**src/icfr_pkg.sv**
```systemverilog
package icfr_pkg;

    // Default frame buffer depth in bytes
    localparam int FRAME_DEPTH_DEF = 64;

    // Reset value of the idle timeout register, in ticks
    localparam logic [15:0] IDLE_TIMEOUT_RST = 16'd60;

    // Received command codes
    localparam logic [7:0] CODE_STX     = 8'h02;
    localparam logic [7:0] CODE_ETX     = 8'h03;
    localparam logic [7:0] CODE_LF      = 8'h0A;
    localparam logic [7:0] CODE_CR      = 8'h0D;
    localparam logic [7:0] CODE_ACK     = 8'h06;
    localparam logic [7:0] CODE_NAK     = 8'h15;
    localparam logic [7:0] CODE_TIMEOUT = 8'h17;
    localparam logic [7:0] CODE_POWER   = 8'h21;
    localparam logic [7:0] CODE_BRIGHT  = 8'h2D;
    localparam logic [7:0] CODE_DIM     = 8'h2B;
    localparam logic [7:0] CODE_MAX     = 8'h3E;
    localparam logic [7:0] CODE_MIN     = 8'h3C;

    // Reply codes sent back
    localparam logic [1:0] REPLY_ACK     = 2'd0;
    localparam logic [1:0] REPLY_NAK     = 2'd1;
    localparam logic [1:0] REPLY_TIMEOUT = 2'd2;

    // Lamp events
    localparam logic [2:0] LAMP_NONE   = 3'd0;
    localparam logic [2:0] LAMP_POWER  = 3'd1;
    localparam logic [2:0] LAMP_BRIGHT = 3'd2;
    localparam logic [2:0] LAMP_DIM    = 3'd3;
    localparam logic [2:0] LAMP_MAX    = 3'd4;
    localparam logic [2:0] LAMP_MIN    = 3'd5;

    // Reports of partner codes
    localparam logic [1:0] REMOTE_NONE    = 2'd0;
    localparam logic [1:0] REMOTE_ACK     = 2'd1;
    localparam logic [1:0] REMOTE_NAK     = 2'd2;
    localparam logic [1:0] REMOTE_TIMEOUT = 2'd3;

    // Sequencer states
    typedef enum logic [2:0] {
        S_IDLE,
        S_DECODE,
        S_SUM,
        S_SUM_END,
        S_VERDICT,
        S_PAY,
        S_EMIT
    } t_state;

    // Control of the XOR check unit
    typedef struct packed {
        logic clear;
        logic acc;
    } t_chk_ctrl;

endpackage

```
**src/icfr_ram.sv**
```systemverilog
module icfr_ram #(
    parameter int WIDTH = 8,
    parameter int DEPTH = icfr_pkg::FRAME_DEPTH_DEF
) (
    input  logic                     i_clk,
    input  logic                     i_we,
    input  logic [$clog2(DEPTH)-1:0] i_waddr,
    input  logic [WIDTH-1:0]         i_wdata,
    input  logic                     i_re,
    input  logic [$clog2(DEPTH)-1:0] i_raddr,
    output logic [WIDTH-1:0]         o_rdata
);

    logic [WIDTH-1:0] r_mem [DEPTH];
    logic [WIDTH-1:0] r_rdata;

    // One write port, one registered read port; read data holds between reads
    always_ff @(posedge i_clk) begin
        if (i_we) begin
            r_mem[i_waddr] <= i_wdata;
        end
        if (i_re) begin
            r_rdata <= r_mem[i_raddr];
        end
    end

    assign o_rdata = r_rdata;

endmodule

```
**src/icfr_chk.sv**
```systemverilog
module icfr_chk (
    input  logic                i_clk,
    input  icfr_pkg::t_chk_ctrl i_ctrl,
    input  logic [7:0]          i_data,
    output logic                o_zero
);

    logic [7:0] r_acc;
    logic [7:0] n_acc;

    // Running XOR over the stored frame bytes
    always_comb begin
        n_acc = r_acc;
        if (i_ctrl.clear) begin
            n_acc = 8'd0;
        end else if (i_ctrl.acc) begin
            n_acc = r_acc ^ i_data;
        end
    end

    always_ff @(posedge i_clk) begin
        r_acc <= n_acc;
    end

    // XOR of all bytes is zero exactly when the check byte matches the rest
    assign o_zero = (r_acc == 8'd0);

endmodule

```
**src/ir_command_frame_receiver.sv**
```systemverilog
// Channel   Direction  Handshake                Payload
// in        input      i_in_valid / o_in_stall  i_packet_valid, i_command_byte
// out       output     o_out_valid / i_out_stall reply, echo, lamp, remote, payload,
//                                               last, in_frame
// cfg       input      i_cfg_valid / o_cfg_ready i_cfg_data (idle_timeout_ticks)
//
// A tick that does not close a frame goes through transfer, decode and result.
// Closing a checked frame of N stored bytes runs a pass through the single XOR unit
// and the buffer read port, then gives one result a cycle while the output is not
// stalled (the reply alone, or N - 1 payload bytes) and returns to idle.
// Synchronous active-low reset clears control state; the buffer needs no clearing.
// The block stalls its input from a transfer until the last result is registered;
// an output stall holds the result register and the sequencer waits on it.
module ir_command_frame_receiver #(
    parameter int FRAME_DEPTH = icfr_pkg::FRAME_DEPTH_DEF
) (
    input  logic        i_clk,
    input  logic        i_rst_n,
    // input tick channel
    input  logic        i_in_valid,
    output logic        o_in_stall,
    input  logic        i_packet_valid,
    input  logic [7:0]  i_command_byte,
    // result channel
    output logic        o_out_valid,
    input  logic        i_out_stall,
    output logic        o_reply_send,
    output logic [1:0]  o_reply_code,
    output logic        o_echo_valid,
    output logic [7:0]  o_echo_byte,
    output logic [2:0]  o_lamp_cmd,
    output logic [1:0]  o_remote_report,
    output logic        o_payload_valid,
    output logic [7:0]  o_payload_byte,
    output logic        o_last,
    output logic        o_in_frame,
    // configuration channel
    input  logic        i_cfg_valid,
    output logic        o_cfg_ready,
    input  logic [15:0] i_cfg_data
);

    localparam int AW = $clog2(FRAME_DEPTH);
    localparam int CW = $clog2(FRAME_DEPTH + 1);
    localparam logic [CW-1:0] DEPTH_C = CW'(FRAME_DEPTH);

    icfr_pkg::t_state    r_state, n_state;
    icfr_pkg::t_chk_ctrl chk_ctrl;

    logic          r_in_pv;
    logic [7:0]    r_in_byte;
    logic          r_frame, n_frame;
    logic [15:0]   r_idle, n_idle;
    logic [15:0]   r_limit;
    logic [CW-1:0] r_count, n_count;
    logic          r_ovf, n_ovf;
    logic [AW-1:0] r_ptr, n_ptr;
    logic          r_acc_en, n_acc_en;

    // pending final-result fields
    logic          r_p_send, n_p_send;
    logic [1:0]    r_p_code, n_p_code;
    logic [2:0]    r_p_lamp, n_p_lamp;
    logic [1:0]    r_p_remote, n_p_remote;
    logic          r_p_echo_v, n_p_echo_v;

    // result register
    logic          r_out_valid;
    logic          r_o_send, n_o_send;
    logic [1:0]    r_o_code, n_o_code;
    logic          r_o_echo_v, n_o_echo_v;
    logic [7:0]    r_o_echo_b, n_o_echo_b;
    logic [2:0]    r_o_lamp, n_o_lamp;
    logic [1:0]    r_o_remote, n_o_remote;
    logic          r_o_pay_v, n_o_pay_v;
    logic [7:0]    r_o_pay_b, n_o_pay_b;
    logic          r_o_last, n_o_last;
    logic          r_o_frame, n_o_frame;

    logic          in_xfer;
    logic          out_free;
    logic          load_out;
    logic          ram_we;
    logic          ram_re;
    logic [AW-1:0] ram_raddr;
    logic [7:0]    ram_rdata;
    logic          chk_zero;

    assign in_xfer  = i_in_valid && !o_in_stall;
    assign out_free = !r_out_valid || !i_out_stall;

    // Frame buffer
    icfr_ram #(
        .WIDTH (8),
        .DEPTH (FRAME_DEPTH)
    ) u_ram (
        .i_clk   (i_clk),
        .i_we    (ram_we),
        .i_waddr (r_count[AW-1:0]),
        .i_wdata (r_in_byte),
        .i_re    (ram_re),
        .i_raddr (ram_raddr),
        .o_rdata (ram_rdata)
    );

    // Shared XOR check unit
    icfr_chk u_chk (
        .i_clk  (i_clk),
        .i_ctrl (chk_ctrl),
        .i_data (ram_rdata),
        .o_zero (chk_zero)
    );

    // Sequencer: next state, buffer access and result loading
    always_comb begin
        logic          fm;
        logic          term;
        logic [15:0]   idle_eff;
        logic          sum_last;
        logic          pay_last;

        n_state    = r_state;
        n_frame    = r_frame;
        n_idle     = r_idle;
        n_count    = r_count;
        n_ovf      = r_ovf;
        n_ptr      = r_ptr;
        n_acc_en   = 1'b0;
        n_p_send   = r_p_send;
        n_p_code   = r_p_code;
        n_p_lamp   = r_p_lamp;
        n_p_remote = r_p_remote;
        n_p_echo_v = r_p_echo_v;
        ram_we     = 1'b0;
        ram_re     = 1'b0;
        ram_raddr  = r_ptr;
        chk_ctrl.clear = 1'b0;
        chk_ctrl.acc   = r_acc_en;
        load_out   = 1'b0;
        n_o_send   = r_o_send;
        n_o_code   = r_o_code;
        n_o_echo_v = r_o_echo_v;
        n_o_echo_b = r_o_echo_b;
        n_o_lamp   = r_o_lamp;
        n_o_remote = r_o_remote;
        n_o_pay_v  = r_o_pay_v;
        n_o_pay_b  = r_o_pay_b;
        n_o_last   = r_o_last;
        n_o_frame  = r_o_frame;

        fm       = r_frame;
        term     = (r_in_byte == icfr_pkg::CODE_CR) || (r_in_byte == icfr_pkg::CODE_LF)
                   || (r_in_byte == icfr_pkg::CODE_ETX);
        idle_eff = r_in_pv ? 16'd0 : r_idle;
        sum_last = ((CW'(r_ptr) + CW'(1)) == r_count);
        pay_last = ((CW'(r_ptr) + CW'(2)) == r_count);

        unique case (r_state)
            icfr_pkg::S_IDLE: begin
                if (i_in_valid) begin
                    n_state = icfr_pkg::S_DECODE;
                end
            end

            icfr_pkg::S_DECODE: begin
                n_p_send   = 1'b0;
                n_p_code   = icfr_pkg::REPLY_ACK;
                n_p_lamp   = icfr_pkg::LAMP_NONE;
                n_p_remote = icfr_pkg::REMOTE_NONE;
                n_p_echo_v = 1'b0;
                n_state    = icfr_pkg::S_EMIT;
                if (r_in_pv) begin
                    if (r_frame) begin
                        n_p_echo_v = (r_in_byte != 8'd0);
                        if (term) begin
                            fm       = 1'b0;
                            n_p_send = 1'b1;
                            if ((r_count == '0) || r_ovf) begin
                                n_p_code = icfr_pkg::REPLY_NAK;
                                n_count  = '0;
                            end else begin
                                // start the XOR pass over the stored bytes
                                chk_ctrl.clear = 1'b1;
                                n_ptr          = '0;
                                n_state        = icfr_pkg::S_SUM;
                            end
                        end else if (r_count < DEPTH_C) begin
                            ram_we  = 1'b1;
                            n_count = r_count + CW'(1);
                        end else begin
                            n_ovf = 1'b1;
                        end
                    end else begin
                        unique case (r_in_byte)
                            icfr_pkg::CODE_STX: begin
                                fm      = 1'b1;
                                n_count = '0;
                                n_ovf   = 1'b0;
                            end
                            icfr_pkg::CODE_ACK:     n_p_remote = icfr_pkg::REMOTE_ACK;
                            icfr_pkg::CODE_NAK:     n_p_remote = icfr_pkg::REMOTE_NAK;
                            icfr_pkg::CODE_TIMEOUT: n_p_remote = icfr_pkg::REMOTE_TIMEOUT;
                            icfr_pkg::CODE_POWER:   n_p_lamp   = icfr_pkg::LAMP_POWER;
                            icfr_pkg::CODE_BRIGHT:  n_p_lamp   = icfr_pkg::LAMP_BRIGHT;
                            icfr_pkg::CODE_DIM:     n_p_lamp   = icfr_pkg::LAMP_DIM;
                            icfr_pkg::CODE_MAX:     n_p_lamp   = icfr_pkg::LAMP_MAX;
                            icfr_pkg::CODE_MIN:     n_p_lamp   = icfr_pkg::LAMP_MIN;
                            default: ;
                        endcase
                    end
                end
                // idle timeout on an open frame
                n_idle = idle_eff;
                if (fm) begin
                    if (idle_eff >= r_limit) begin
                        fm       = 1'b0;
                        n_p_send = 1'b1;
                        n_p_code = icfr_pkg::REPLY_TIMEOUT;
                    end
                    n_idle = idle_eff + 16'd1;
                end
                n_frame = fm;
            end

            icfr_pkg::S_SUM: begin
                ram_re   = 1'b1;
                n_acc_en = 1'b1;
                if (sum_last) begin
                    n_state = icfr_pkg::S_SUM_END;
                end else begin
                    n_ptr = r_ptr + AW'(1);
                end
            end

            icfr_pkg::S_SUM_END: begin
                n_state = icfr_pkg::S_VERDICT;
            end

            icfr_pkg::S_VERDICT: begin
                // a single stored byte is its own check byte
                if (!(chk_zero || (r_count == CW'(1)))) begin
                    n_p_code = icfr_pkg::REPLY_NAK;
                    n_count  = '0;
                    n_state  = icfr_pkg::S_EMIT;
                end else if (r_count == CW'(1)) begin
                    n_p_code = icfr_pkg::REPLY_ACK;
                    n_count  = '0;
                    n_state  = icfr_pkg::S_EMIT;
                end else begin
                    n_p_code  = icfr_pkg::REPLY_ACK;
                    ram_re    = 1'b1;
                    ram_raddr = '0;
                    n_ptr     = '0;
                    n_state   = icfr_pkg::S_PAY;
                end
            end

            icfr_pkg::S_PAY: begin
                if (out_free) begin
                    load_out   = 1'b1;
                    n_o_pay_v  = 1'b1;
                    n_o_pay_b  = ram_rdata;
                    n_o_last   = pay_last;
                    n_o_frame  = r_frame;
                    n_o_send   = pay_last && r_p_send;
                    n_o_code   = pay_last ? r_p_code : icfr_pkg::REPLY_ACK;
                    n_o_echo_v = pay_last && r_p_echo_v;
                    n_o_echo_b = (pay_last && r_p_echo_v) ? r_in_byte : 8'd0;
                    n_o_lamp   = pay_last ? r_p_lamp : icfr_pkg::LAMP_NONE;
                    n_o_remote = pay_last ? r_p_remote : icfr_pkg::REMOTE_NONE;
                    if (pay_last) begin
                        n_count = '0;
                        n_state = icfr_pkg::S_IDLE;
                    end else begin
                        ram_re    = 1'b1;
                        ram_raddr = r_ptr + AW'(1);
                        n_ptr     = r_ptr + AW'(1);
                    end
                end
            end

            icfr_pkg::S_EMIT: begin
                if (out_free) begin
                    load_out   = 1'b1;
                    n_o_pay_v  = 1'b0;
                    n_o_pay_b  = 8'd0;
                    n_o_last   = 1'b1;
                    n_o_frame  = r_frame;
                    n_o_send   = r_p_send;
                    n_o_code   = r_p_send ? r_p_code : icfr_pkg::REPLY_ACK;
                    n_o_echo_v = r_p_echo_v;
                    n_o_echo_b = r_p_echo_v ? r_in_byte : 8'd0;
                    n_o_lamp   = r_p_lamp;
                    n_o_remote = r_p_remote;
                    n_state    = icfr_pkg::S_IDLE;
                end
            end

            default: begin
                n_state = icfr_pkg::S_IDLE;
            end
        endcase
    end

    // Control registers
    always_ff @(posedge i_clk) begin
        if (!i_rst_n) begin
            r_state     <= icfr_pkg::S_IDLE;
            r_frame     <= 1'b0;
            r_idle      <= 16'd0;
            r_limit     <= icfr_pkg::IDLE_TIMEOUT_RST;
            r_count     <= '0;
            r_ovf       <= 1'b0;
            r_acc_en    <= 1'b0;
            r_out_valid <= 1'b0;
        end else begin
            r_state  <= n_state;
            r_frame  <= n_frame;
            r_idle   <= n_idle;
            r_count  <= n_count;
            r_ovf    <= n_ovf;
            r_acc_en <= n_acc_en;
            if (i_cfg_valid && o_cfg_ready) begin
                r_limit <= i_cfg_data;
            end
            if (load_out) begin
                r_out_valid <= 1'b1;
            end else if (!i_out_stall) begin
                r_out_valid <= 1'b0;
            end
        end
    end

    // Payload registers
    always_ff @(posedge i_clk) begin
        if (in_xfer) begin
            r_in_pv   <= i_packet_valid;
            r_in_byte <= i_command_byte;
        end
        r_ptr      <= n_ptr;
        r_p_send   <= n_p_send;
        r_p_code   <= n_p_code;
        r_p_lamp   <= n_p_lamp;
        r_p_remote <= n_p_remote;
        r_p_echo_v <= n_p_echo_v;
        r_o_send   <= n_o_send;
        r_o_code   <= n_o_code;
        r_o_echo_v <= n_o_echo_v;
        r_o_echo_b <= n_o_echo_b;
        r_o_lamp   <= n_o_lamp;
        r_o_remote <= n_o_remote;
        r_o_pay_v  <= n_o_pay_v;
        r_o_pay_b  <= n_o_pay_b;
        r_o_last   <= n_o_last;
        r_o_frame  <= n_o_frame;
    end

    assign o_in_stall      = (r_state != icfr_pkg::S_IDLE);
    assign o_cfg_ready     = 1'b1;
    assign o_out_valid     = r_out_valid;
    assign o_reply_send    = r_o_send;
    assign o_reply_code    = r_o_code;
    assign o_echo_valid    = r_o_echo_v;
    assign o_echo_byte     = r_o_echo_b;
    assign o_lamp_cmd      = r_o_lamp;
    assign o_remote_report = r_o_remote;
    assign o_payload_valid = r_o_pay_v;
    assign o_payload_byte  = r_o_pay_b;
    assign o_last          = r_o_last;
    assign o_in_frame      = r_o_frame;

    // Checks
    a_busy_after_xfer: assert property (@(posedge i_clk) disable iff (!i_rst_n)
        in_xfer |=> o_in_stall)
        else $error("input taken while a tick is still in work");

    a_count_bound: assert property (@(posedge i_clk) disable iff (!i_rst_n)
        r_count <= DEPTH_C)
        else $error("frame count beyond buffer depth");

    a_payload_closed: assert property (@(posedge i_clk) disable iff (!i_rst_n)
        (o_out_valid && o_payload_valid) |-> (!o_in_frame && (o_last == o_reply_send)))
        else $error("payload byte out of a closed, acknowledged frame");

    a_echo_nonzero: assert property (@(posedge i_clk) disable iff (!i_rst_n)
        (o_out_valid && o_echo_valid) |-> (o_echo_byte != 8'd0))
        else $error("zero byte echoed");

    a_reply_last: assert property (@(posedge i_clk) disable iff (!i_rst_n)
        (o_out_valid && (o_reply_send || o_echo_valid)) |-> o_last)
        else $error("reply or echo on a result that is not the last");

endmodule

```
**config.mk**
```make
export PLATFORM = sky130hd
export DESIGN_NAME = ir_command_frame_receiver
export DESIGN_NICKNAME = d
export VERILOG_FILES = /design/src/icfr_pkg.sv /design/src/icfr_ram.sv /design/src/icfr_chk.sv /design/src/ir_command_frame_receiver.sv
export SDC_FILE = /design/constraint.sdc
export NUM_CORES = 1
export LEC_CHECK = 0
export ABC_AREA = 1
export ABC_CLOCK_PERIOD_IN_PS = 3600
export BUFFER_PORTS_ARGS = -buffer_cell sky130_fd_sc_hd__buf_4
export CAP_MARGIN = 20
export CORE_ASPECT_RATIO = 0.75
export CORE_MARGIN = 2
export CORE_UTILIZATION = 45
export DETAILED_ROUTE_END_ITERATION = 10
export PLACE_DENSITY = 0.65
export SETUP_SLACK_MARGIN = 0.4
export SYNTH_ARGS = -nofsm -noshare
export SYNTH_HDL_FRONTEND = slang
export SYNTH_SLANG_ARGS = --single-unit
```
**constraint.sdc**
```tcl
create_clock -name i_clk -period 3.6 [get_ports i_clk]
set_input_delay 0.18 -clock i_clk [delete_from_list [all_inputs] [get_ports i_clk]]
set_output_delay 0.18 -clock i_clk [all_outputs]
set_load 0.05 [all_outputs]
```
* Yosys cells after proc, flatten, opt, wreduce, memory -nomap -nowiden
Memories as Yosys holds them, arrays and structs flattened. A register that Yosys moved wholly into a read port is not among the register bits.
Cells that the tools add are included.
** Word-level totals
- Memories :: 1
- Flip-flop bits (word level) :: 106
- Logic and storage cells :: 221
- Bits of input ports :: 30
- Bits in writable memories :: 512
** Memory list
- u_ram.r_mem :: depth 64, bits a word 8, read ports 1, clocked after memory_dff 1, write ports 1, line icfr_ram.sv:14 : logic [WIDTH-1:0] r_mem [DEPTH];
** Cells by class
- Bitwise operators :: 2
- Magnitude comparators :: 2
- Reductions and logical operators :: 30
- Add/sub/neg operators :: 5
- Multiplexer cells :: 116
- Equal/unequal tests :: 38
** Operators with widths (count)
- $mux 7 :: 10
- $mux 6 :: 9
- $mux 1 :: 49
- $mux 8 :: 6
- $eq 8x6->1 const B :: 5
- $mux 3 :: 12
- $mux 16 :: 2
- $pmux 8 s2 :: 2
- $ne 2x2->1 const B :: 12
- $pmux 6 s4 :: 1
- $mux 2 :: 11
- $pmux 3 s7 :: 1
- $pmux 7 s3 :: 1
- $add 16x1->16 const B :: 1
- $eq 8x2->1 const B :: 2
- $eq 8x4->1 const B :: 2
- $eq 8x5->1 const B :: 2
- $ge 16x16->1 :: 1
- $pmux 3 s5 :: 1
- $eq 7x7->1 :: 2
- $pmux 2 s2 :: 3
- $pmux 6 s2 :: 1
- $reduce_and 5->1 :: 2
- $eq 3x3->1 const B :: 3
- other kinds (34) :: 52

* Longest topological paths before layout
- Word-level depth :: 9
- Gate-level depth with buffers :: 22
- Gate-level depth less buffers :: 20

* Cells and area by module
From an unflattened synthesis, not the netlist that was laid out.
** Unflattened totals
- Cells, all modules :: 2683
- Area total of the unflattened synthesis :: 27616.5 sq um
** By module, submodules not included
- icfr_ram :: times used 1, area each 21371.7 sq um, seq. area each 15615.0 sq um, cells each 1822
- ir_command_frame_receiver :: times used 1, area each 5875.6 sq um, seq. area each 2482.4 sq um, cells each 811
- icfr_chk :: times used 1, area each 369.1 sq um, seq. area each 160.2 sq um, cells each 50

* Worst setup path after synthesis
No wires, ideal clock.
- Path kind :: register to register
- Start :: register r_in_byte[1]
- End :: memory u_ram.r_mem[14][0] (enable)
- Arrival time :: 2.835 ns
- Buffers on the path :: 1
- Cell stages (with the launch flop) :: 10
- Library setup time :: 0.370 ns
- Slack :: 0.395 ns
- Required time :: 3.230 ns
- Period minus slack after synthesis :: 3.205 ns
- Path through :: edfxtp_1 -> inv_1 -> nand3_1 -> nand3_1 -> nand2_1 -> inv_1 -> nor3_1 -> buf_2 -> nand3_2 -> nor2_1
** Between the ends
- Cells in the longest elaborated chain, start to end :: 9
- Elaborated cells between the ends (all ways) :: 11
** RTL lines
- start, declared :: line ir_command_frame_receiver.sv:51 : logic [7:0] r_in_byte;
- start signal, assigned :: line ir_command_frame_receiver.sv:338 : r_in_byte <= i_command_byte;
- $eq 8x4->1 :: line ir_command_frame_receiver.sv:152 : term = (r_in_byte == icfr_pkg::CODE_CR) || (r_in_byte == icfr_pkg::CODE_LF)
- $logic_or 1x1->1 :: line ir_command_frame_receiver.sv:152
- $logic_or 1x1->1 (*) :: line ir_command_frame_receiver.sv:153 : || (r_in_byte == icfr_pkg::CODE_ETX);
- $mux 1 (*) :: line ir_command_frame_receiver.sv:175 : if (term) begin
- $mux 1 (*) :: line ir_command_frame_receiver.sv:173 : if (r_frame) begin
- $mux 1 (*) :: line ir_command_frame_receiver.sv:172 : if (r_in_pv) begin
- $mux 1 (*) :: line ir_command_frame_receiver.sv:158 : unique case (r_state)
- $mux 1 (*) :: line icfr_ram.sv:19 : if (i_we) begin
- $mux 1 (implied by the code) (*) :: line icfr_ram.sv:20 : r_mem[i_waddr] <= i_wdata;
- end, declared :: line icfr_ram.sv:14
Mark *: on every way between the ends. The rest lies on a longest branch, timed or not.

* Worst setup path after layout
- Start :: register r_state[0]
- End :: memory u_ram.r_mem[6][2] (enable)
** Between the ends
- Cells in the longest elaborated chain, start to end :: 4
** RTL lines
- start, declared :: line ir_command_frame_receiver.sv:47 : icfr_pkg::t_state r_state, n_state;
- start signal, assigned :: line ir_command_frame_receiver.sv:308 : r_state <= icfr_pkg::S_IDLE;
- start signal, assigned :: line ir_command_frame_receiver.sv:317 : r_state <= n_state;
- $eq 3x1->1 :: line ir_command_frame_receiver.sv:158
- $mux 1 :: line ir_command_frame_receiver.sv:158
- $mux 1 :: line icfr_ram.sv:19
- $mux 1 (implied by the code) :: line icfr_ram.sv:20
No other way between the ends.

==> results.yml <==
synthesis:
  synth-simple-area-share_pct: 21.85
  synth.mux.area_fraction_pct: 0
  syn_nets: 3000
  ys_ff_latch: 626
  async_flop_share_pct: 0
  synth-seq-area-share_pct: 62.74
  synthCells: 2948
  synth_area_mm2: 0.02910
  synthFlopType: "edfxtp_1"
  yosysUniqueCellTypes: 47
  yosys.area_share.xor_xnor_pct: 0.2709
  synth_adder_area_share_pct: 0.9460
  synth_edf_count: 572
  syn_area_per_cell_um2: 9.871
  yosys_warnings: 0
  synth_top_family_by_area: "simple AND/OR/NAND/NOR gates"
  synth_compound_area_share_pct: 3.221
grt:
  grt_pass1_wl_mm: 125.6
  met1_usage_pct: 36.43
  grt_max_degree: 110
  grt.met2_usage_pct: 35.84
  antenna_found_initial: 1
  met3_usage_pct: 5.969
  track_usage_pct: 24.38
  grt_pass1_vias: 20764
  gr-total-overflow: 0
  busiest_layer: "met1"
cells_and_area:
  area_delta_synth_final_pct: 20.08
  num-nets-final: 3133
  drive_above_1_share_pct: 15.87
  final_util_pct: 54.80
  antenna_cells: 0
die:
  fp.coreArea_mm2: 0.06376
  num_rows: 80
  io_pins: 61
  die-area_mm2: 0.06674
  start_util_pct: 45.64
  die_height_um: 224.2
  die_x_um: 297.6
worst_setup_path:
  cp_data_arrival_time_ns: 3.46
  regToRegEndpoint: "u_ram.r_mem[6][2]$_DFFE_PP_"
  endpoint_kind: "flop"
  start_kind: "flop"
  critPathLaunch: "r_state[0]$_SDFFE_PN0P_"
  crit_required_ns: 3.88
  endpoint: "u_ram.r_mem[6][2]$_DFFE_PP_"
  reg2reg_depth: 9
  worstPathMaxFanout: 11
  rrSetupSlack_ns: 0.42
  rr_startpoint: "r_state[0]$_SDFFE_PN0P_"
  crit_type: "reg -> reg"
placement:
  io_buffers: 59
  gp_congestion: 0.9231
  hpwl_mm: 50.05
sta:
  finalMaxSlewViolations: 0
  final.setup.tns_ns: 0
  worst_slew_pin_slew_ns: 1.029
  setup_viol: 0
  fmax_mhz: 314.6
  hold_violations: 0
  period_needed_ns: 3.179
  maxSlewHeadroom_pct: 31.41
  rsz0062_at_grt: "true"
  timing.hold.ws_ns: 0.2111
  fin_crit_sh_pct: 88.29
  clock_skew_ns: 0.03536
cts:
  clock_sinks: 626
  clockBufferDepth: 3
  clock_latency_ns: 0.66
  h-tree-depth: 2
  clk_pin_slew_ns: 0.06
  cts-root-buf: "clkbuf_16"
  cts_tree: "yes"
  cts_buffers: 61
route:
  route.detailed.drc: 0
  routed_wl_mm: 87.87
  vias_per_cell: 5.642
  drtIter0Drc: 2858
  wl_per_cell_um: 22.01
  via_count: 22529
  postRouteAntennaNets: 0
  firstDrtPassIters: 6
pwr:
  p_leak_uw: 0.01437
  powerDensity_mw_per_mm2: 851.9
  power.total_uw: 29760
  ir_drop_v: 0.0006072
run:
  cap_violations: 0
status:
  status: "completed"
worst_hold_path:
  hold_path.class: "in -> reg"
[area by class of cell]
cell class / instances / area [um^2]
repair buffers: 241 / 2744
multi-input cells: 1544 / 8452
clock buffers: 71 / 1564
flip-flops and latches: 626 / 18260
inverters: 607 / 2288
well taps: 861 / 1077
clock inverters: 43 / 553.0
fillers: 5351 / 28820
[worst max-delay path, stage by stage (launching register included)]
cell and delay, ns:
dfxtp_1 0.44, nand2_1 0.12, nor2_2 0.12, inv_1 0.15
nor2_1 0.19, inv_2 0.14, nor3_2 0.39, buf_4 0.26
nand3_2 0.24, nor2_1 0.75
[cell usage after synthesis, types with 32 or more instances]
| library cell | instances | area share [%] |
|---|---|---|
| o21ai_1 | 32 | 0.55 |
| nand3_1 | 481 | 8.3 |
| dfxtp_1 | 54 | 3.7 |
| edfxtp_1 | 572 | 59 |
| a21oi_1 | 51 | 0.88 |
| nand2_1 | 440 | 5.7 |
| o21ai_0 | 47 | 0.81 |
| buf_2 | 92 | 1.6 |
| nand4_1 | 223 | 4.8 |
| nor2_1 | 148 | 1.9 |
| buf_4 | 32 | 0.83 |
| inv_1 | 592 | 7.6 |
| clkbuf_1 | 36 | 0.46 |
[report_power, final]
part | switching (uW) | internal (uW)
clock | 2890 | 3980
sequential | 307 | 8640
combinational | 9230 | 4720
total | 12400 | 17300
[through the flow]
| stage | worst slack [ns] | area [um^2] | std cells |
|---|---|---|---|
| 2_1_floorplan | 0.3952 | 29100 | 2948 |
| 3_3_place_gp | 0.1532 | 30520 | 3767 |
| 5_1_grt | 0.1961 | 34940 | 3993 |
| 6_report | 0.4214 | 34940 | 3993 |
| 3_5_place_dp | 0.1754 | 30520 | 3767 |
| 4_1_cts | 0.3458 | 33330 | 3936 |
[per-layer routing]
layer / up-vias / wire length (um)
met5: - / 10
met4: 2 / 1883
met3: 134 / 10820
met2: 1308 / 37860
met1: 10863 / 37290
li1: 10222 / -
[worst min-delay path by stage]
stage | from | to | slack (ns) | cells after the start
CTS | i_cfg_valid | r_limit[6]$_SDFFE_PN0P_ | 0.16 | 3
finish | i_cfg_valid | r_limit[10]$_SDFFE_PN0P_ | 0.21 | 3
global route | i_command_byte[3] | r_in_byte[3]$_DFFE_PP_ | 0.25 | 2
detailed placement | i_command_byte[2] | r_in_byte[2]$_DFFE_PP_ | 0.36 | 1
global placement | i_command_byte[7] | r_in_byte[7]$_DFFE_PP_ | 0.36 | 1
floorplan | i_command_byte[0] | r_in_byte[0]$_DFFE_PP_ | 0.28 | 0
[logic make-up after synthesis]
kind of cell,count (synthesis)
simple gates,1345
buf+inv,778
flops,626
compound gates,167
fa+ha+maj,22
xor+xnor,9
other cells,1
[flip-flops by register name, indices dropped and copies added, names as in the netlist, 2 cells and up]
signal,count
o_lamp_cmd,3
r_in_byte,8
r_p_code,2
o_echo_byte,8
r_ptr,6
r_p_lamp,3
r_p_remote,2
o_payload_byte,8
r_count,7
o_remote_report,2
u_ram.r_mem,512
r_idle,16
u_ram.o_rdata,8
r_state,3
o_reply_code,2
r_limit,16
u_chk.r_acc,8
[what timing repair did]
item,4_1_cts,5_1_grt
pin swaps,2,48
gates resized for setup,16,203
hold buffers,47,0
buffers inserted,5,30
endpoints found under the setup margin,64,392
gates cloned,3,27
hold endpoints to repair,35,0
[layout by cell type (no fill, tap or decap), drive strengths merged, types with 3 or more instances in the layout]
master	instances
inv	608
o21a	4
o211ai	13
nand2	445
nor2	158
nand4	225
dlygate4sd3	47
clkinv	27
nor4	4
a21oi	54
o21ai	79
a31oi	4
a211oi	5
edfxtp	572
xor2	7
nand3	484
dfxtp	54
nor3	25
clkinvlp	3
clkbuf	88
bufinv	12
ha	22
buf	176
No activity file was read; power rests on OpenSTA's default activity.
